**config.mk**
```make
export PLATFORM = sky130hd
export DESIGN_NAME = efc_norm
export DESIGN_NICKNAME = d
export VERILOG_FILES = /design/src/euler_fly_camera_update_assert.svh /design/src/efc_pkg.sv /design/src/efc_norm.sv
export SDC_FILE = /design/constraint.sdc
export NUM_CORES = 1
export LEC_CHECK = 0
export BUFFER_PORTS_ARGS = -buffer_cell sky130_fd_sc_hd__buf_2
export CAP_MARGIN = 20
export CORE_MARGIN = 2
export CORE_UTILIZATION = 30
export DETAILED_ROUTE_END_ITERATION = 10
export SLEW_MARGIN = 25
export SYNTH_ARGS = -nofsm -noshare
export SYNTH_HDL_FRONTEND = slang
export SYNTH_SLANG_ARGS = --single-unit
```
**constraint.sdc**
```tcl
create_clock -name clock -period 27.6 [get_ports clock]
set_clock_uncertainty 0.15 [all_clocks]
set_input_delay 1.38 -clock clock [delete_from_list [all_inputs] [get_ports clock]]
set_output_delay 1.38 -clock clock [all_outputs]
set_load 0.005 [all_outputs]
```
**src/euler_fly_camera_update_assert.svh**
```systemverilog
// Assertion macros for the camera update block.
// Included by the top level; no other dependencies.
`ifndef EULER_FLY_CAMERA_UPDATE_ASSERT_SVH
`define EULER_FLY_CAMERA_UPDATE_ASSERT_SVH

// same-cycle implication
`define EFC_ASSERT_SAME(label, clk, rst, ante, cons, msg) \
   label: assert property (@(posedge clk) disable iff (rst) (ante) |-> (cons)) \
      else $error(msg);

// next-cycle implication
`define EFC_ASSERT_NEXT(label, clk, rst, ante, cons, msg) \
   label: assert property (@(posedge clk) disable iff (rst) (ante) |=> (cons)) \
      else $error(msg);

`endif

```
**src/efc_pkg.sv**
```systemverilog
// Shared types, constants and tables for the camera update block.
// No dependencies; used by every module of the block.
`timescale 1ns / 1ps

package efc_pkg;

   localparam int CORDIC_STEPS = 16;
   localparam int ATAN_DEPTH   = 24;
   localparam int STEP_W       = $clog2(ATAN_DEPTH);

   localparam int UNIT         = 16384;
   localparam int HALF_TURN    = 23040;
   localparam int FULL_TURN    = 46080;
   localparam int QUARTER_TURN = 11520;
   localparam int PITCH_LIMIT  = 11392;
   localparam int TP_PITCH     = -3200;
   localparam int TP_LIFT      = 262144;
   localparam int FP_LIFT      = 111411;
   localparam int FP_SCALE     = 52429;

   localparam int VEC_W  = 33;
   localparam int MUL_W  = 33;
   localparam int PROD_W = 2 * MUL_W;
   localparam int SQ_W   = 64;
   localparam int LEN_W  = 32;
   localparam int MAG_W  = 32;
   localparam int REM_W  = 47;
   localparam int QUO_W  = 15;
   localparam int ANG_W  = 21;

   localparam logic signed [33:0] CORDIC_GAIN = 34'sd652032874;

   localparam int CSR_IDX_W  = 3;
   localparam int CSR_DATA_W = 16;
   localparam logic [CSR_IDX_W-1:0] CSR_SPEED = 3'd0;
   localparam logic [CSR_IDX_W-1:0] CSR_SENS  = 3'd1;
   localparam logic [CSR_IDX_W-1:0] CSR_UP_X  = 3'd2;
   localparam logic [CSR_IDX_W-1:0] CSR_UP_Y  = 3'd3;
   localparam logic [CSR_IDX_W-1:0] CSR_UP_Z  = 3'd4;

   localparam logic [1:0] KIND_MOVE  = 2'd0;
   localparam logic [1:0] KIND_MOUSE = 2'd1;
   localparam logic [1:0] KIND_THIRD = 2'd2;
   localparam logic [1:0] KIND_FIRST = 2'd3;

   localparam logic [2:0] DIR_FWD   = 3'd0;
   localparam logic [2:0] DIR_BACK  = 3'd1;
   localparam logic [2:0] DIR_LEFT  = 3'd2;
   localparam logic [2:0] DIR_RIGHT = 3'd3;
   localparam logic [2:0] DIR_UP    = 3'd4;
   localparam logic [2:0] DIR_DOWN  = 3'd5;

   localparam logic [1:0] DST_FRONT = 2'd0;
   localparam logic [1:0] DST_RIGHT = 2'd1;
   localparam logic [1:0] DST_UP    = 2'd2;

   typedef struct packed {
      logic [1:0]         kind;
      logic [2:0]         move_dir;
      logic [15:0]        delta_time;
      logic signed [15:0] offset_x;
      logic signed [15:0] offset_y;
      logic               clamp_pitch;
      logic signed [31:0] target_pos_x;
      logic signed [31:0] target_pos_y;
      logic signed [31:0] target_pos_z;
      logic signed [15:0] target_dir_x;
      logic signed [15:0] target_dir_y;
      logic signed [15:0] target_dir_z;
   } req_type;

   typedef struct packed {
      logic signed [31:0] cam_pos_x;
      logic signed [31:0] cam_pos_y;
      logic signed [31:0] cam_pos_z;
      logic signed [15:0] front_x;
      logic signed [15:0] front_y;
      logic signed [15:0] front_z;
      logic signed [15:0] right_x;
      logic signed [15:0] right_y;
      logic signed [15:0] right_z;
      logic signed [15:0] up_x;
      logic signed [15:0] up_y;
      logic signed [15:0] up_z;
   } rsp_type;

   typedef struct packed {
      logic               start;
      logic signed [15:0] angle;
   } cordic_req_type;

   typedef struct packed {
      logic               done;
      logic signed [15:0] sin_val;
      logic signed [15:0] cos_val;
   } cordic_rsp_type;

   typedef struct packed {
      logic                    start;
      logic signed [VEC_W-1:0] v0;
      logic signed [VEC_W-1:0] v1;
      logic signed [VEC_W-1:0] v2;
      logic [SQ_W-1:0]         sq;
   } norm_req_type;

   typedef struct packed {
      logic               done;
      logic signed [15:0] c0;
      logic signed [15:0] c1;
      logic signed [15:0] c2;
   } norm_rsp_type;

   typedef enum logic [1:0] {NP_IDLE, NP_SQRT, NP_LOAD, NP_DIV} norm_phase_type;

   typedef enum logic [4:0] {
      ST_IDLE, ST_MV_SPD, ST_MV_SPDW, ST_MV_MUL, ST_MV_ACC,
      ST_MS_YAW, ST_MS_YAWW, ST_MS_PIT, ST_MS_PITW, ST_MS_WRAP,
      ST_TP, ST_FP_MUL, ST_FP_ACC,
      ST_FR_CY, ST_FR_CYW, ST_FR_CP, ST_FR_CPW, ST_FR_M0, ST_FR_M1, ST_FR_M2,
      ST_CR_MUL, ST_CR_ACC, ST_NM_SQ, ST_NM_SA, ST_NM_RUN, ST_NM_WAIT, ST_FIN
   } state_type;

   // arctangent of 2^-i in 2^-22 degree
   function automatic logic signed [31:0] atan_entry(input logic [STEP_W-1:0] i);
      logic signed [31:0] r;
      case (i)
         5'd0:    r = 32'sd188743680;
         5'd1:    r = 32'sd111421900;
         5'd2:    r = 32'sd58872272;
         5'd3:    r = 32'sd29884485;
         5'd4:    r = 32'sd15000234;
         5'd5:    r = 32'sd7507429;
         5'd6:    r = 32'sd3754631;
         5'd7:    r = 32'sd1877430;
         5'd8:    r = 32'sd938729;
         5'd9:    r = 32'sd469366;
         5'd10:   r = 32'sd234683;
         5'd11:   r = 32'sd117342;
         5'd12:   r = 32'sd58671;
         5'd13:   r = 32'sd29335;
         5'd14:   r = 32'sd14668;
         5'd15:   r = 32'sd7334;
         5'd16:   r = 32'sd3667;
         5'd17:   r = 32'sd1833;
         5'd18:   r = 32'sd917;
         5'd19:   r = 32'sd458;
         5'd20:   r = 32'sd229;
         5'd21:   r = 32'sd115;
         5'd22:   r = 32'sd57;
         5'd23:   r = 32'sd29;
         default: r = 32'sd0;
      endcase
      return r;
   endfunction

endpackage

```
**src/efc_norm.sv**
```systemverilog
// Vector normaliser: bit-pair square root, then one restoring divide per component.
// Depends on efc_pkg.
`timescale 1ns / 1ps

module efc_norm (
   input  logic                  clock,
   input  logic                  reset,
   input  efc_pkg::norm_req_type req,
   output efc_pkg::norm_rsp_type rsp
);
   import efc_pkg::*;

   norm_phase_type phase_ff, phase_in;
   logic done_ff, done_in;
   logic [SQ_W-1:0] n_ff, n_in, r_ff, r_in, b_ff, b_in, trial_sq;
   logic [LEN_W-1:0] len_ff, len_in;
   logic [1:0] ci_ff, ci_in;
   logic [3:0] kk_ff, kk_in;
   logic [REM_W-1:0] rem_ff, rem_in, trial_div;
   logic [QUO_W-1:0] q_ff, q_in, q_cap;
   logic [MAG_W-1:0] mag_ff [3];
   logic [MAG_W-1:0] mag_in [3];
   logic neg_ff [3];
   logic neg_in [3];
   logic signed [15:0] res_ff [3];
   logic signed [15:0] res_in [3];
   logic signed [VEC_W-1:0] v_src [3];

   assign v_src[0] = req.v0;
   assign v_src[1] = req.v1;
   assign v_src[2] = req.v2;

   always_comb begin
      phase_in = phase_ff;
      done_in  = 1'b0;
      n_in     = n_ff;
      r_in     = r_ff;
      b_in     = b_ff;
      len_in   = len_ff;
      ci_in    = ci_ff;
      kk_in    = kk_ff;
      rem_in   = rem_ff;
      q_in     = q_ff;
      mag_in   = mag_ff;
      neg_in   = neg_ff;
      res_in   = res_ff;
      trial_sq  = r_ff + b_ff;
      trial_div = REM_W'(len_ff) << kk_ff;
      q_cap     = '0;

      unique case (phase_ff)
         NP_IDLE: begin
            if (req.start) begin
               for (int i = 0; i < 3; i++) begin
                  neg_in[i] = v_src[i][VEC_W-1];
                  mag_in[i] = MAG_W'(v_src[i][VEC_W-1] ? -v_src[i] : v_src[i]);
               end
               n_in     = req.sq;
               r_in     = '0;
               b_in     = SQ_W'(1) << (SQ_W - 2);
               phase_in = NP_SQRT;
            end
         end
         NP_SQRT: begin
            if (n_ff >= trial_sq) begin
               n_in = n_ff - trial_sq;
               r_in = (r_ff >> 1) + b_ff;
            end else begin
               r_in = r_ff >> 1;
            end
            b_in = b_ff >> 2;
            if (b_ff[0]) begin
               len_in   = LEN_W'(r_in);
               ci_in    = 2'd0;
               phase_in = NP_LOAD;
            end
         end
         NP_LOAD: begin
            rem_in   = (REM_W'(mag_ff[ci_ff]) << 14) + REM_W'(len_ff >> 1);
            q_in     = '0;
            kk_in    = 4'd14;
            phase_in = NP_DIV;
         end
         NP_DIV: begin
            if (rem_ff >= trial_div) begin
               rem_in = rem_ff - trial_div;
               q_in   = q_ff | (QUO_W'(1) << kk_ff);
            end
            kk_in = kk_ff - 1'b1;
            if (kk_ff == 4'd0) begin
               q_cap = (q_in > QUO_W'(UNIT)) ? QUO_W'(UNIT) : q_in;
               if (len_ff == '0) begin
                  res_in[ci_ff] = '0;
               end else if (neg_ff[ci_ff]) begin
                  res_in[ci_ff] = -$signed({1'b0, q_cap});
               end else begin
                  res_in[ci_ff] = $signed({1'b0, q_cap});
               end
               ci_in = ci_ff + 1'b1;
               if (ci_ff == 2'd2) begin
                  done_in  = 1'b1;
                  phase_in = NP_IDLE;
               end else begin
                  phase_in = NP_LOAD;
               end
            end
         end
         default: phase_in = NP_IDLE;
      endcase
   end

   always_ff @(posedge clock) begin
      if (reset) begin
         phase_ff <= NP_IDLE;
         done_ff  <= 1'b0;
      end else begin
         phase_ff <= phase_in;
         done_ff  <= done_in;
      end
      n_ff   <= n_in;
      r_ff   <= r_in;
      b_ff   <= b_in;
      len_ff <= len_in;
      ci_ff  <= ci_in;
      kk_ff  <= kk_in;
      rem_ff <= rem_in;
      q_ff   <= q_in;
      mag_ff <= mag_in;
      neg_ff <= neg_in;
      res_ff <= res_in;
   end

   assign rsp.done = done_ff;
   assign rsp.c0   = res_ff[0];
   assign rsp.c1   = res_ff[1];
   assign rsp.c2   = res_ff[2];

endmodule

```
==> metrics.md <==
| Metric | Value |
|---|---|
| Relative slew slack | 33.0% |
| RSZ-0062 raised after global routing | no |
| WL/cell | about 19 um |
| Clock Pin Slew Worst Setup and Hold Paths | about 60 ps |
| Outcome | finished with violations |
| CP peak stage delay | 970 ps |
| Fin Setup TNS | 0 ps |
| PortBufs | 214 |
| Die area | 109000 um^2 |
| CP Data Required Time | about 28000 ps |
| Area growth syn-to-layout | 13.7% |
| Highest ir drop seen on vdd | 0.0473 mV |
| Worst-path fanout max | 29 |
| Yosys cell types | 88 |
| Syn_area_per_cell | 9.25 um^2 |
| Clock Latency Late Sink | ~660 ps |
| FMAX | 129 MHz |
| First-pass detailed-route iteration total | 9 |
| Total GRT Usage | 16.7% |
| Total global routing overflow | 0 |
| Final Cell Area | 36300 um^2 |
| Final hold vios | 0 |
| Post-Syn Nets | roughly 3800 |
| DRT antenna net count | 0 |
| Critical path arrival | between 8000 and 9000 ps |
| Violated checks | design-rule violations |
| Worst setup path category | reg -> reg |
| Worst path cell trace | buf_4 > clkinv_1 > nor2_1 > a22oi_1 > ha_1 > a21oi_1 > o21ai_0 > a41oi_1 > o211ai_1 > nor2_1 > nand2_1 > and2_1 > a21oi_1 > or2_2 > ha_1 > nand2_1 > o31a_1 > a2111oi_1 > o21ai_0 > or2_2 > a21oi_1 > a21o_1 |
| Total setup buffers inserted after CTS | 0 |
| Synth Warn # | 0 |
| Yosys top cell area share | 38.3% |
| Slowest cell on crit path | nor2_1 |
| Post-synth top flop | edfxtp_1 |
| Post-CTS sizing | 0 |
| Core area | 105000 um^2 |
| Initial antenna violation count | 5 |
| Num CTS Buffers | 53 |
| Nets | 3974 |
| Hold Path Class | reg -> reg |
| Ys async rst share | 0% |
| Worst slew pin tran | 1000 ps |
| Final setup fails | 0 |
| Die Ht | 330 um |
| Initial DRC count | ~1900 |
| Worst setup EP type | flop |
| Vias in the first global route | 25600 |
| Max Root-Sink Buffers | 3 |
| Detailed Route WL | 93300 um |
| Global placer's final weighted congestion | 0.928 |
| Clock sinks | 410 |
| Layout Cells excl Fill | 5031 |
| Final Critical Period | 7780 ps |
| Synthesized area | 31900 um^2 |
| Util after Layout | 34.4% |
| Die width | 330 um |
| Final Power | 2990 uW |
| Dominant cells by area after synthesis | edfxtp_1, ha_1, xnor2_1 |
| Initial Utilization | 30.3% |
| # H-tree levels | 2 |
| Layout cells sized above 1 | around an eighth |
| Startpoint Class | flop |
| Row count | 119 |
| Leading area contributor after synthesis | edfxtp_1 |
| Top cells by count, synth | nand2_1, edfxtp_1, o21ai_0, nor2_1, a21oi_1 |
| IO Count | 215 |
| Global-route wire length before repair | 145000 um |
| Most numerous cell in the Yosys netlist | nand2_1 |
| Hold_buf cts | 0 |
| Post-synthesis sequential area ratio | roughly 38% |
| Final Slew Violations | 0 |
| DRC viols | 12 |
| Number of max-cap violations | 0 |
| Post-synth EDFFs | 407 |
| Leak Pwr | around 0.014 uW |
| PD cells | 82.3 nW/um^2 |
| Placed insts | slightly below 5000 |
| Yosys reg bits | 410 |
| Via-per-instance ratio | between 5 and 6 |
| Total number of vias | 26800 |
| Post-DP HPWL | 70300 um |
| Placed cell area | roughly 34000 um^2 |
| Root buf cell | clkbuf_16 |
| Syn Inst Count | 3450 |
| CTS tree | done |
| Cell mode on critical path | a21oi_1 |
| Final period util | 28.2% |
| Largest net degree at the start of global routing | 88 |
-- cells by family after synthesis --
logic type	count (synthesis)	synth area share, %
and+or+nand+nor	1130	16.8
adders and majority gates	210	8.30
buffers and inverters	231	2.75
muxes	97	3.86
DFF	410	38.5
xor gates and xnor gates	330	9.06
AOI/OAI and AO/OA	1042	20.8
-- routing by layer --
layer | GRT usage, % | vias to the layer above | routed length, um
li1 | - | 13200 | -
met1 | 22.8 | 12800 | 43300
met2 | 27.7 | 702 | 43600
met3 | 2.12 | 114 | 4500
met4 | 4.18 | 4 | 1900
met5 | 0 | - | 24
-- cells in the final DEF (no fill, tap or decap), types with 22 or more instances in the layout --
master     netlist  final
a211oi_1        33     32
a21o_1         112    112
a21oi_1        225    224
a31o_2          23     23
a31oi_1         75     74
and2_1          79     79
and3_1          31     31
buf_2            5    214
buf_4            1     29
clkbuf_16        0     54
edfxtp_1       407    407
ha_1           207    206
inv_1           79     77
mux2i_1         59     59
nand2_1        436    434
nand2b_1        26     26
nand3_1         51     51
nand4_1         39     39
nor2_1         241    240
nor2b_1         35     33
nor3_1          58     58
nor4_1          25     25
o21ai_0        307    306
o21bai_1        31     31
o31ai_1         49     49
or2_2           21     22
or3_1           35     35
xnor2_1        215    215
xor2_1         115    115
-- critical path, delay by kind of cell (launching register included) --
family / cells / cell delay (ps)
AOI/OAI and AO/OA: 11 / 2860
adders and majority gates: 2 / 700
buffers and inverters: 2 / 940
DFF: 1 / 320
and+or+nand+nor: 7 / 2640
-- path summary, 6_finish.rpt --
path                  end  slack, ps     start  cells past startpoint
setup / recovery  rsp[22]      19820  kk_ff[2]                     22
hold / removal    rsp[31]        430   rsp[31]                      1
setup reg to reg  rsp[22]      19820  kk_ff[2]                     22
hold reg to reg   rsp[31]        430   rsp[31]                      1
-- power breakdown --
group	internal (uW)	switching [uW]
registers	823	83.7
clock network	451	294
logic	533	802
total	1810	1180
-- final cells by class --
| type | count | area, um^2 |
|---|---|---|
| antenna | 2 | 5.00 |
| timing repair buffer | 243 | 1290 |
| clock inverter | 35 | 465 |
| clock buffer | 60 | 1370 |
| sequential | 410 | 12300 |
| tap | 1391 | 1740 |
| multi-input combinational | 2809 | 18800 |
| fill | 10900 | 69100 |
| inverter | 81 | 309 |
-- flip-flops by register name (all words and copies together), names as in the netlist --
register	flops
rsp	48
r_ff	64
done_ff	1
ci_ff	2
phase_ff	2
n_ff	64
q_ff	15
rem_ff	47
neg_ff	3
b_ff	32
mag_ff	96
len_ff	32
kk_ff	4
-- through the flow --
| stage | hold WS (ps) | setup slack [ps] |
|---|---|---|
| 2_1_floorplan | 395 | 17750 |
| 3_3_place_gp | 409 | 20040 |
| 3_5_place_dp | 414 | 20000 |
| 4_1_cts | 434 | 19960 |
| 5_1_grt | 464 | 19300 |
| 6_report | 432 | 19820 |
No activity file was read; power rests on OpenSTA's default activity.
