`src/euler_fly_camera_update_assert.svh`:
```
// Assertion macros for the camera update block.
// Included by the top level; no other dependencies.
`ifndef EULER_FLY_CAMERA_UPDATE_ASSERT_SVH
`define EULER_FLY_CAMERA_UPDATE_ASSERT_SVH

// same-cycle implication
`define EFC_ASSERT_SAME(label, clk, rst, ante, cons, msg) \
   label: assert property (@(posedge clk) disable iff (rst) (ante) |-> (cons)) \
      else $error(msg);

// next-cycle implication
`define EFC_ASSERT_NEXT(label, clk, rst, ante, cons, msg) \
   label: assert property (@(posedge clk) disable iff (rst) (ante) |=> (cons)) \
      else $error(msg);

`endif

```
`src/efc_pkg.sv`:
```
// Shared types, constants and tables for the camera update block.
// No dependencies; used by every module of the block.
`timescale 1ns / 1ps

package efc_pkg;

   localparam int CORDIC_STEPS = 16;
   localparam int ATAN_DEPTH   = 24;
   localparam int STEP_W       = $clog2(ATAN_DEPTH);

   localparam int UNIT         = 16384;
   localparam int HALF_TURN    = 23040;
   localparam int FULL_TURN    = 46080;
   localparam int QUARTER_TURN = 11520;
   localparam int PITCH_LIMIT  = 11392;
   localparam int TP_PITCH     = -3200;
   localparam int TP_LIFT      = 262144;
   localparam int FP_LIFT      = 111411;
   localparam int FP_SCALE     = 52429;

   localparam int VEC_W  = 33;
   localparam int MUL_W  = 33;
   localparam int PROD_W = 2 * MUL_W;
   localparam int SQ_W   = 64;
   localparam int LEN_W  = 32;
   localparam int MAG_W  = 32;
   localparam int REM_W  = 47;
   localparam int QUO_W  = 15;
   localparam int ANG_W  = 21;

   localparam logic signed [33:0] CORDIC_GAIN = 34'sd652032874;

   localparam int CSR_IDX_W  = 3;
   localparam int CSR_DATA_W = 16;
   localparam logic [CSR_IDX_W-1:0] CSR_SPEED = 3'd0;
   localparam logic [CSR_IDX_W-1:0] CSR_SENS  = 3'd1;
   localparam logic [CSR_IDX_W-1:0] CSR_UP_X  = 3'd2;
   localparam logic [CSR_IDX_W-1:0] CSR_UP_Y  = 3'd3;
   localparam logic [CSR_IDX_W-1:0] CSR_UP_Z  = 3'd4;

   localparam logic [1:0] KIND_MOVE  = 2'd0;
   localparam logic [1:0] KIND_MOUSE = 2'd1;
   localparam logic [1:0] KIND_THIRD = 2'd2;
   localparam logic [1:0] KIND_FIRST = 2'd3;

   localparam logic [2:0] DIR_FWD   = 3'd0;
   localparam logic [2:0] DIR_BACK  = 3'd1;
   localparam logic [2:0] DIR_LEFT  = 3'd2;
   localparam logic [2:0] DIR_RIGHT = 3'd3;
   localparam logic [2:0] DIR_UP    = 3'd4;
   localparam logic [2:0] DIR_DOWN  = 3'd5;

   localparam logic [1:0] DST_FRONT = 2'd0;
   localparam logic [1:0] DST_RIGHT = 2'd1;
   localparam logic [1:0] DST_UP    = 2'd2;

   typedef struct packed {
      logic [1:0]         kind;
      logic [2:0]         move_dir;
      logic [15:0]        delta_time;
      logic signed [15:0] offset_x;
      logic signed [15:0] offset_y;
      logic               clamp_pitch;
      logic signed [31:0] target_pos_x;
      logic signed [31:0] target_pos_y;
      logic signed [31:0] target_pos_z;
      logic signed [15:0] target_dir_x;
      logic signed [15:0] target_dir_y;
      logic signed [15:0] target_dir_z;
   } req_type;

   typedef struct packed {
      logic signed [31:0] cam_pos_x;
      logic signed [31:0] cam_pos_y;
      logic signed [31:0] cam_pos_z;
      logic signed [15:0] front_x;
      logic signed [15:0] front_y;
      logic signed [15:0] front_z;
      logic signed [15:0] right_x;
      logic signed [15:0] right_y;
      logic signed [15:0] right_z;
      logic signed [15:0] up_x;
      logic signed [15:0] up_y;
      logic signed [15:0] up_z;
   } rsp_type;

   typedef struct packed {
      logic               start;
      logic signed [15:0] angle;
   } cordic_req_type;

   typedef struct packed {
      logic               done;
      logic signed [15:0] sin_val;
      logic signed [15:0] cos_val;
   } cordic_rsp_type;

   typedef struct packed {
      logic                    start;
      logic signed [VEC_W-1:0] v0;
      logic signed [VEC_W-1:0] v1;
      logic signed [VEC_W-1:0] v2;
      logic [SQ_W-1:0]         sq;
   } norm_req_type;

   typedef struct packed {
      logic               done;
      logic signed [15:0] c0;
      logic signed [15:0] c1;
      logic signed [15:0] c2;
   } norm_rsp_type;

   typedef enum logic [1:0] {NP_IDLE, NP_SQRT, NP_LOAD, NP_DIV} norm_phase_type;

   typedef enum logic [4:0] {
      ST_IDLE, ST_MV_SPD, ST_MV_SPDW, ST_MV_MUL, ST_MV_ACC,
      ST_MS_YAW, ST_MS_YAWW, ST_MS_PIT, ST_MS_PITW, ST_MS_WRAP,
      ST_TP, ST_FP_MUL, ST_FP_ACC,
      ST_FR_CY, ST_FR_CYW, ST_FR_CP, ST_FR_CPW, ST_FR_M0, ST_FR_M1, ST_FR_M2,
      ST_CR_MUL, ST_CR_ACC, ST_NM_SQ, ST_NM_SA, ST_NM_RUN, ST_NM_WAIT, ST_FIN
   } state_type;

   // arctangent of 2^-i in 2^-22 degree
   function automatic logic signed [31:0] atan_entry(input logic [STEP_W-1:0] i);
      logic signed [31:0] r;
      case (i)
         5'd0:    r = 32'sd188743680;
         5'd1:    r = 32'sd111421900;
         5'd2:    r = 32'sd58872272;
         5'd3:    r = 32'sd29884485;
         5'd4:    r = 32'sd15000234;
         5'd5:    r = 32'sd7507429;
         5'd6:    r = 32'sd3754631;
         5'd7:    r = 32'sd1877430;
         5'd8:    r = 32'sd938729;
         5'd9:    r = 32'sd469366;
         5'd10:   r = 32'sd234683;
         5'd11:   r = 32'sd117342;
         5'd12:   r = 32'sd58671;
         5'd13:   r = 32'sd29335;
         5'd14:   r = 32'sd14668;
         5'd15:   r = 32'sd7334;
         5'd16:   r = 32'sd3667;
         5'd17:   r = 32'sd1833;
         5'd18:   r = 32'sd917;
         5'd19:   r = 32'sd458;
         5'd20:   r = 32'sd229;
         5'd21:   r = 32'sd115;
         5'd22:   r = 32'sd57;
         5'd23:   r = 32'sd29;
         default: r = 32'sd0;
      endcase
      return r;
   endfunction

endpackage

```
`src/efc_cordic.sv`:
```
// Iterative CORDIC sine and cosine, one rotation per cycle.
// Depends on efc_pkg.
`timescale 1ns / 1ps

module efc_cordic (
   input  logic                    clock,
   input  logic                    reset,
   input  efc_pkg::cordic_req_type req,
   output efc_pkg::cordic_rsp_type rsp
);
   import efc_pkg::*;

   logic busy_ff, busy_in;
   logic done_ff, done_in;
   logic [STEP_W-1:0] step_ff, step_in;
   logic signed [33:0] x_ff, x_in, y_ff, y_in, z_ff, z_in;
   logic neg_ff, neg_in;
   logic signed [15:0] sin_ff, sin_in, cos_ff, cos_in;
   logic signed [16:0] ang_ext, ang_red;
   logic neg_red;
   logic signed [33:0] dx, dy, atan_v;

   function automatic logic signed [15:0] to_q14(input logic signed [33:0] v);
      logic signed [34:0] t;
      logic signed [18:0] r;
      t = 35'(v) + 35'sd32768;
      r = 19'(t >>> 16);
      if (r > 19'sd16384) r = 19'sd16384;
      else if (r < -19'sd16384) r = -19'sd16384;
      return 16'(r);
   endfunction

   always_comb begin
      ang_ext = 17'(req.angle);
      ang_red = ang_ext;
      neg_red = 1'b0;
      if (ang_ext > 17'(QUARTER_TURN)) begin
         ang_red = ang_ext - 17'(HALF_TURN);
         neg_red = 1'b1;
      end else if (ang_ext < -17'(QUARTER_TURN)) begin
         ang_red = ang_ext + 17'(HALF_TURN);
         neg_red = 1'b1;
      end

      dx     = y_ff >>> step_ff;
      dy     = x_ff >>> step_ff;
      atan_v = 34'(atan_entry(step_ff));

      busy_in = busy_ff;
      done_in = 1'b0;
      step_in = step_ff;
      x_in    = x_ff;
      y_in    = y_ff;
      z_in    = z_ff;
      neg_in  = neg_ff;
      sin_in  = sin_ff;
      cos_in  = cos_ff;

      if (!busy_ff) begin
         if (req.start) begin
            busy_in = 1'b1;
            step_in = '0;
            x_in    = CORDIC_GAIN;
            y_in    = '0;
            z_in    = {{2{ang_red[16]}}, ang_red, 15'd0};
            neg_in  = neg_red;
         end
      end else begin
         if (z_ff >= 34'sd0) begin
            x_in = x_ff - dx;
            y_in = y_ff + dy;
            z_in = z_ff - atan_v;
         end else begin
            x_in = x_ff + dx;
            y_in = y_ff - dy;
            z_in = z_ff + atan_v;
         end
         step_in = step_ff + 1'b1;
         if (step_ff == STEP_W'(CORDIC_STEPS - 1)) begin
            busy_in = 1'b0;
            done_in = 1'b1;
            cos_in  = to_q14(neg_ff ? -x_in : x_in);
            sin_in  = to_q14(neg_ff ? -y_in : y_in);
         end
      end
   end

   always_ff @(posedge clock) begin
      if (reset) begin
         busy_ff <= 1'b0;
         done_ff <= 1'b0;
      end else begin
         busy_ff <= busy_in;
         done_ff <= done_in;
      end
      step_ff <= step_in;
      x_ff    <= x_in;
      y_ff    <= y_in;
      z_ff    <= z_in;
      neg_ff  <= neg_in;
      sin_ff  <= sin_in;
      cos_ff  <= cos_in;
   end

   assign rsp.done    = done_ff;
   assign rsp.sin_val = sin_ff;
   assign rsp.cos_val = cos_ff;

endmodule

```
`config.mk`:
```
export PLATFORM = sky130hd
export DESIGN_NAME = efc_cordic
export DESIGN_NICKNAME = d
export VERILOG_FILES = /design/src/euler_fly_camera_update_assert.svh /design/src/efc_pkg.sv /design/src/efc_cordic.sv
export SDC_FILE = /design/constraint.sdc
export NUM_CORES = 1
export LEC_CHECK = 0
export ABC_CLOCK_PERIOD_IN_PS = 9000
export BUFFER_PORTS_ARGS = -buffer_cell sky130_fd_sc_hd__buf_2
export CAP_MARGIN = 20
export CELL_PAD_IN_SITES_DETAIL_PLACEMENT = 0
export CELL_PAD_IN_SITES_GLOBAL_PLACEMENT = 2
export CORE_MARGIN = 8
export CORE_UTILIZATION = 40
export DETAILED_ROUTE_END_ITERATION = 8
export GPL_ROUTABILITY_DRIVEN = 1
export PLACE_DENSITY = 0.91
export SETUP_SLACK_MARGIN = 0.3
export SKIP_CTS_REPAIR_TIMING = 1
export SLEW_MARGIN = 40
export SYNTH_ARGS = -nofsm -noshare
export SYNTH_HDL_FRONTEND = slang
export SYNTH_SLANG_ARGS = --single-unit
```
`constraint.sdc`:
```
create_clock -name clock -period 9 [get_ports clock]
set_clock_uncertainty 0.1 [all_clocks]
set_input_delay 0.45 -clock clock [delete_from_list [all_inputs] [get_ports clock]]
set_output_delay 0.45 -clock clock [all_outputs]
set_load 0.03 [all_outputs]
```
==> results.md, run 1 <==
- Run status: complete, no violations
- Post-synthesis net count: around 2800
- Worst Setup Start Kind: register
- Worst Hold Class: in -> reg
- Ant diodes: 0
- Standard-cell rows: 86
- Clock Tree Buf Depth: 2
- Post-synthesis instance total: roughly 2600
- Aggregate global routing overflow: 0
- Commonest non-fill, non-tap cell in the layout: nor2_1
- Worst Path Buf+Inv: 3
- Clk sinks: between 150 and 200
- Post-synthesis cell area: 0.0220 mm²
- Starting Density: between 40% and 50%
- Chip height: ~250 µm
- Fin Setup TNS: 0 ps
- YS warnings: 0
- Final Hold Viols: 0
- Distinct cell type count after synthesis: 111
- Pre-CTS setup slack: approximately 200 ps
- Vias in the first global route: about 20000
- Post-layout nets: between 2000 and 3000
- Final setup violation count: 0
- Worst-Margin Slew: around 760 ps
- Number of vias per cell: about 6.4
- Synth Register Bits: 170
- Placer congestion estimate: 0.991
- Worst Path Required: approximately 9200 ps
- Root Buffer: clkbuf_16
- Min cycle time layout: 8380 ps
- Sequential element share of the synthesized area: around 22%
- Wirelength per Cell: around 23 µm
- Async set-reset flop share out of synthesis: 0%
- Clk Latency, worst-skew pair: 510 ps
- Slowest CP cell: or4_1
- Final WS setup: roughly 620 ps
- Pin count of the biggest net entering global routing: between 80 and 90
- 1st-pass router iterations: 7
- Relative slew slack: ~50%
- DRT antenna net count: 0
- Main flop type after synthesis: edfxtp_1
- Ranking of synthesized cells by area: edfxtp_1, mux4_2, ha_1
- Max_cap viols: 0
- Die ar.: ~0.063 mm²
- Core region area: 0.0548 mm²
- DP HPWL: just under 60000 µm
- PortBufs: 51
- Part of the cycle the worst path needs: approximately 93%
- Max Transition Viols Final: 0
- Crit-path max cell delay: 570 ps
- Crit Path Max Fanout: 15
- Via count: about 21000
- Area leader, netlist: edfxtp_1
- 1st-iter DRT viols: between 2000 and 2500
- # placed instances: roughly 3300
- Post-route DRC: 0
- Non-Filler Instances: roughly 3300
- TritonCTS buffer count: 17
- Post-synth EDFFs: 140
- Die width: 251 µm
- Tot GR Track Use: between 20% and 30%
- Largest delay contributor family on the critical path: simple AND/OR/NAND/NOR gates
- Layout cells sized above 1: 17.5%
- Critical path capture point type: register
- Area growth from synthesis to layout: 10.9%
- First-pass GRT wire length: ~120000 µm
- CTS H-tree depth: 4
- Crit path DAT: around 8600 ps
- FMAX: between 100 and 150 MHz
- RSZ-0062 raised after global routing: true
- Worst setup path class: reg -> reg
- IO Pins: 52
- Clock transition at the registers of the reported paths: approximately 90 ps
- Share of the synthesized area in the top cell type: a little under a fifth
- Commonest cells after routing, fill and taps aside: nor2_1, nand2_1, a21oi_1, edfxtp_1, o21ai_0
- Final WL: 76400 µm
- Initial antenna violation count: 0
- Synth Area per Inst: 8.42 µm²
- CTS tree: yes
## layer usage
| metal | GRT usage, % | vias to the layer above | wire (µm) |
|---|---|---|---|
| met3 | 3.56 | 129 | 4730 |
| met1 | 32.2 | 10500 | 34600 |
| li1 | - | 10000 | - |
| met4 | 7.12 | 0 | 1880 |
| met2 | 36.9 | 819 | 35100 |
| met5 | 0 | - | 0 |
## Yosys cell counts (34+ instances only)
| cell type | number |
|---|---|
| nand3_1 | 83 |
| edfxtp_1 | 140 |
| and3_1 | 47 |
| xor2_1 | 88 |
| nor2_1 | 227 |
| and2_1 | 42 |
| a21oi_1 | 170 |
| mux2_2 | 36 |
| nor3_1 | 61 |
| clkbuf_1 | 93 |
| a31oi_1 | 37 |
| inv_1 | 64 |
| xnor2_1 | 133 |
| mux2i_1 | 64 |
| mux4_2 | 69 |
| a21o_1 | 36 |
| nand2_1 | 224 |
| ha_1 | 118 |
| o21ai_0 | 144 |
| or3_1 | 34 |
## path summary, 6_finish.rpt
| check | startpoint | end | slack (ps) | cells after the start |
|---|---|---|---|---|
| min reg2reg | atan_v[0]$_DFF_P_ | z_ff[0]$_SDFFCE_PN0N_ | 610 | 2 |
| min | reset | done_ff$_SDFF_PP0_ | 40 | 2 |
| max reg2reg | step_ff[0]$_DFFE_PN_ | sin_ff[1]$_SDFFCE_PP0P_ | 620 | 28 |
| max | step_ff[0]$_DFFE_PN_ | sin_ff[1]$_SDFFCE_PP0P_ | 620 | 28 |
## state kept, by name, indices dropped and copies added, names as in the netlist
signal / cells
y_ff: 34
neg_ff: 1
cos_ff: 16
x_ff: 34
done_ff: 1
busy_ff: 1
atan_v: 28
z_ff: 34
sin_ff: 16
step_ff: 5
## stage by stage
step / util [%] / cell area (µm²) / hold slack (ps)
after floorplan: - / 22000 / 422
after global placement: 42.3 / 23200 / 551
after detailed placement: 42.3 / 23200 / 560
after CTS: 43.4 / 23800 / 5.03
after global routing: 44.6 / 24400 / 24.6
final: 44.6 / 24400 / 38.1
## cells by family after synthesis
| family | after synthesis | synth area share, % |
|---|---|---|
| DFF | 170 | 21.8 |
| buffers and inverters | 223 | 4.34 |
| muxes | 189 | 12.9 |
| and+or+nand+nor | 925 | 21.5 |
| adders and majority gates | 121 | 6.98 |
| AOI/OAI and AO/OA | 764 | 23.7 |
| xor gates and xnor gates | 221 | 8.79 |
## cell type report
type	instances	area [µm²]
timing repair buffer	154	1170
inverter	68	259
sequential	170	4810
tap	704	881
clock buffer	18	450
fill	5365	30400
clock inverter	14	163
multi-input combinational	2221	16700
Power of run 1 is left out: the tool's default activity adds up to more than one toggle a clock period on the data nets, which glitch-free logic cannot reach.
==> run 2: changes to the inputs <==
--- a/config.mk
+++ b/config.mk
@@ -8,13 +8,12 @@
 export ABC_CLOCK_PERIOD_IN_PS = 9000
 export BUFFER_PORTS_ARGS = -buffer_cell sky130_fd_sc_hd__buf_2
 export CAP_MARGIN = 20
-export CELL_PAD_IN_SITES_DETAIL_PLACEMENT = 0
-export CELL_PAD_IN_SITES_GLOBAL_PLACEMENT = 2
 export CORE_MARGIN = 8
 export CORE_UTILIZATION = 40
+export CTS_BUF_LIST = sky130_fd_sc_hd__clkbuf_4
 export DETAILED_ROUTE_END_ITERATION = 8
 export GPL_ROUTABILITY_DRIVEN = 1
-export PLACE_DENSITY = 0.91
+export PLACE_DENSITY = 0.64
 export SETUP_SLACK_MARGIN = 0.3
 export SKIP_CTS_REPAIR_TIMING = 1
 export SLEW_MARGIN = 40
==> run 2 against run 1 <==
Critical endpoint unchanged. Core utilization shrank 0.12 points. Non-clock buffer count grew 37. Setup slack lost 53 ps. Die area is the same.
==> results.md, run 2 (synthesized netlist as in run 1, its figures left out) <==
- Run status: complete, no violations
- Pre-CTS setup slack: -147 ps
- Post-layout nets: roughly 2800
- Max Transition Viols Final: 0
- Biggest regs: x_ff: 34 flops, y_ff: 34 flops, z_ff: 34 flops
- R2R Path End: sin_ff[1]$_SDFFCE_PP0P_
- CTS tree: yes
- Placer congestion estimate: 1.05
- Reg2reg path depth: 26
- Via count: 21700
- Worst Path Required: 9520 ps
- HP Start: req[11]
- Worst Setup Start Kind: register
- TritonCTS buffer count: 17
- PortBufs: ~50
- Reg2reg start: step_ff[0]$_DFFE_PN_
- Part of the cycle the worst path needs: a little over nine tenths
- Aggregate global routing overflow: 0
- WHS Path Cells: 3
- DRT antenna net count: 0
- Root Buffer: clkbuf_4
- 1st-iter DRT viols: around 2400
- Clock Tree Buf Depth: 2
- Crit Path Max Fanout: 29
- Standard-cell rows: 86
- Worst Hold Class: in -> reg
- Area growth from synthesis to layout: 10.6%
- Chip height: ~250 µm
- Crit path to: sin_ff[1]$_SDFFCE_PP0P_
- Final Hold Viols: 0
- Die width: about 250 µm
- Final setup violation count: 0
- DP HPWL: ~56000 µm
- Commonest cells after routing, fill and taps aside: nor2_1, nand2_1, a21oi_1, o21ai_0, edfxtp_1
- Max_cap viols: 0
- R2R Setup Slk: 570 ps
- Relative slew slack: a little under half
- Initial antenna violation count: 1
- Layout cells sized above 1: between 15 and 20%
- IO Pins: 52
- Critical path capture point type: register
- Vias in the first global route: 20600
- Starting Density: 40.2%
- Core region area: ~0.055 mm²
- Final WL: about 75000 µm
- Die ar.: between 0.06 and 0.07 mm²
- Number of vias per cell: 6.41
- 1st-pass router iterations: 9
- Worst setup path class: reg -> reg
- Pin count of the biggest net entering global routing: 85
- First-pass GRT wire length: around 120000 µm
- Commonest non-fill, non-tap cell in the layout: nor2_1
- Clock transition at the registers of the reported paths: 170 ps
- Clk sinks: 170
- Final WS setup: 572 ps
- FMAX: ~120 MHz
- Clk Latency, worst-skew pair: roughly 810 ps
- Crit. Startpoint: step_ff[0]$_DFFE_PN_
- Wirelength per Cell: between 20 and 25 µm
- Crit path DAT: around 9000 ps
- RSZ-0062 raised after global routing: false
- Min cycle time layout: roughly 8400 ps
- Tot GR Track Use: 22.9%
- Worst-Margin Slew: between 800 and 900 ps
- Post-route DRC: 0
- CTS H-tree depth: 4
## run 2: changes by cell type in the layout (fill, tap and decap cells not counted), moves of 4 or more
cell and change:
buf_4 +26, clkbuf_16 -20, clkbuf_4 +18, dlygate4sd3_1 +11
a221oi_2 +4
## run 2: how the worst min path moves through the flow
stage	end	slack, ps
after detailed placement	step_ff[0]$_DFFE_PN_	490
after global placement	step_ff[0]$_DFFE_PN_	500
after CTS	busy_ff$_SDFF_PP0_	-340
after global routing	z_ff[26]$_DFFE_PN_	80
after floorplan	done_ff$_SDFF_PP0_	420
final	z_ff[26]$_DFFE_PN_	70
## run 2: metal layers
| metal | routed length [µm] | up-vias | GRT usage, % |
|---|---|---|---|
| li1 | - | 10100 | - |
| met1 | 32500 | 10500 | 30.3 |
| met2 | 34700 | 941 | 36.8 |
| met3 | 5360 | 171 | 3.72 |
| met4 | 2590 | 0 | 9.48 |
| met5 | 0 | - | 0 |
## run 2: metrics by stage
stage | std cells | util [%] | hold WS (ps) | setup TNS, ps | area (µm²)
floorplan | 2613 | - | 422 | 0 | 22000
finish | 3387 | 44.4 | 68.6 | 0 | 24300
CTS | 3350 | 43.1 | -342 | -3150 | 23600
detailed placement | 3318 | 42.6 | 493 | -1170 | 23300
global placement | 3318 | 42.6 | 501 | 0 | 23300
global route | 3387 | 44.4 | 84.6 | 0 | 24300
## run 2: worst max-delay path: stages (launching register included)
cell	delay, ps
edfxtp_1	430
buf_8	190
buf_16	210
mux2_1	390
mux4_2	570
a22o_1	310
nor3_4	220
nand4_1	280
or2_4	340
or3_1	420
or4_4	520
o21ai_1	190
xor2_1	200
ha_1	270
buf_4	170
and3_1	180
and3_1	210
or3b_1	380
a21oi_1	390
or2_0	400
a21oi_1	80
o31a_1	320
nor4_4	440
a21oi_1	140
nand4b_1	260
and2_2	360
a211oi_1	270
## run 2: layout make-up
| cell class | instances | area (µm²) |
|---|---|---|
| Clock inverter | 14 | 130 |
| Inverter | 68 | 258 |
| Fill cell | 5287 | 30400 |
| Clock buffer | 18 | 135 |
| Sequential cell | 170 | 4810 |
| Tap cell | 704 | 881 |
| Antenna cell | 1 | 2.50 |
| Multi-Input combinational cell | 2221 | 16600 |
| Timing Repair Buffer | 191 | 1480 |
Power of run 2 is left out for the same reason.
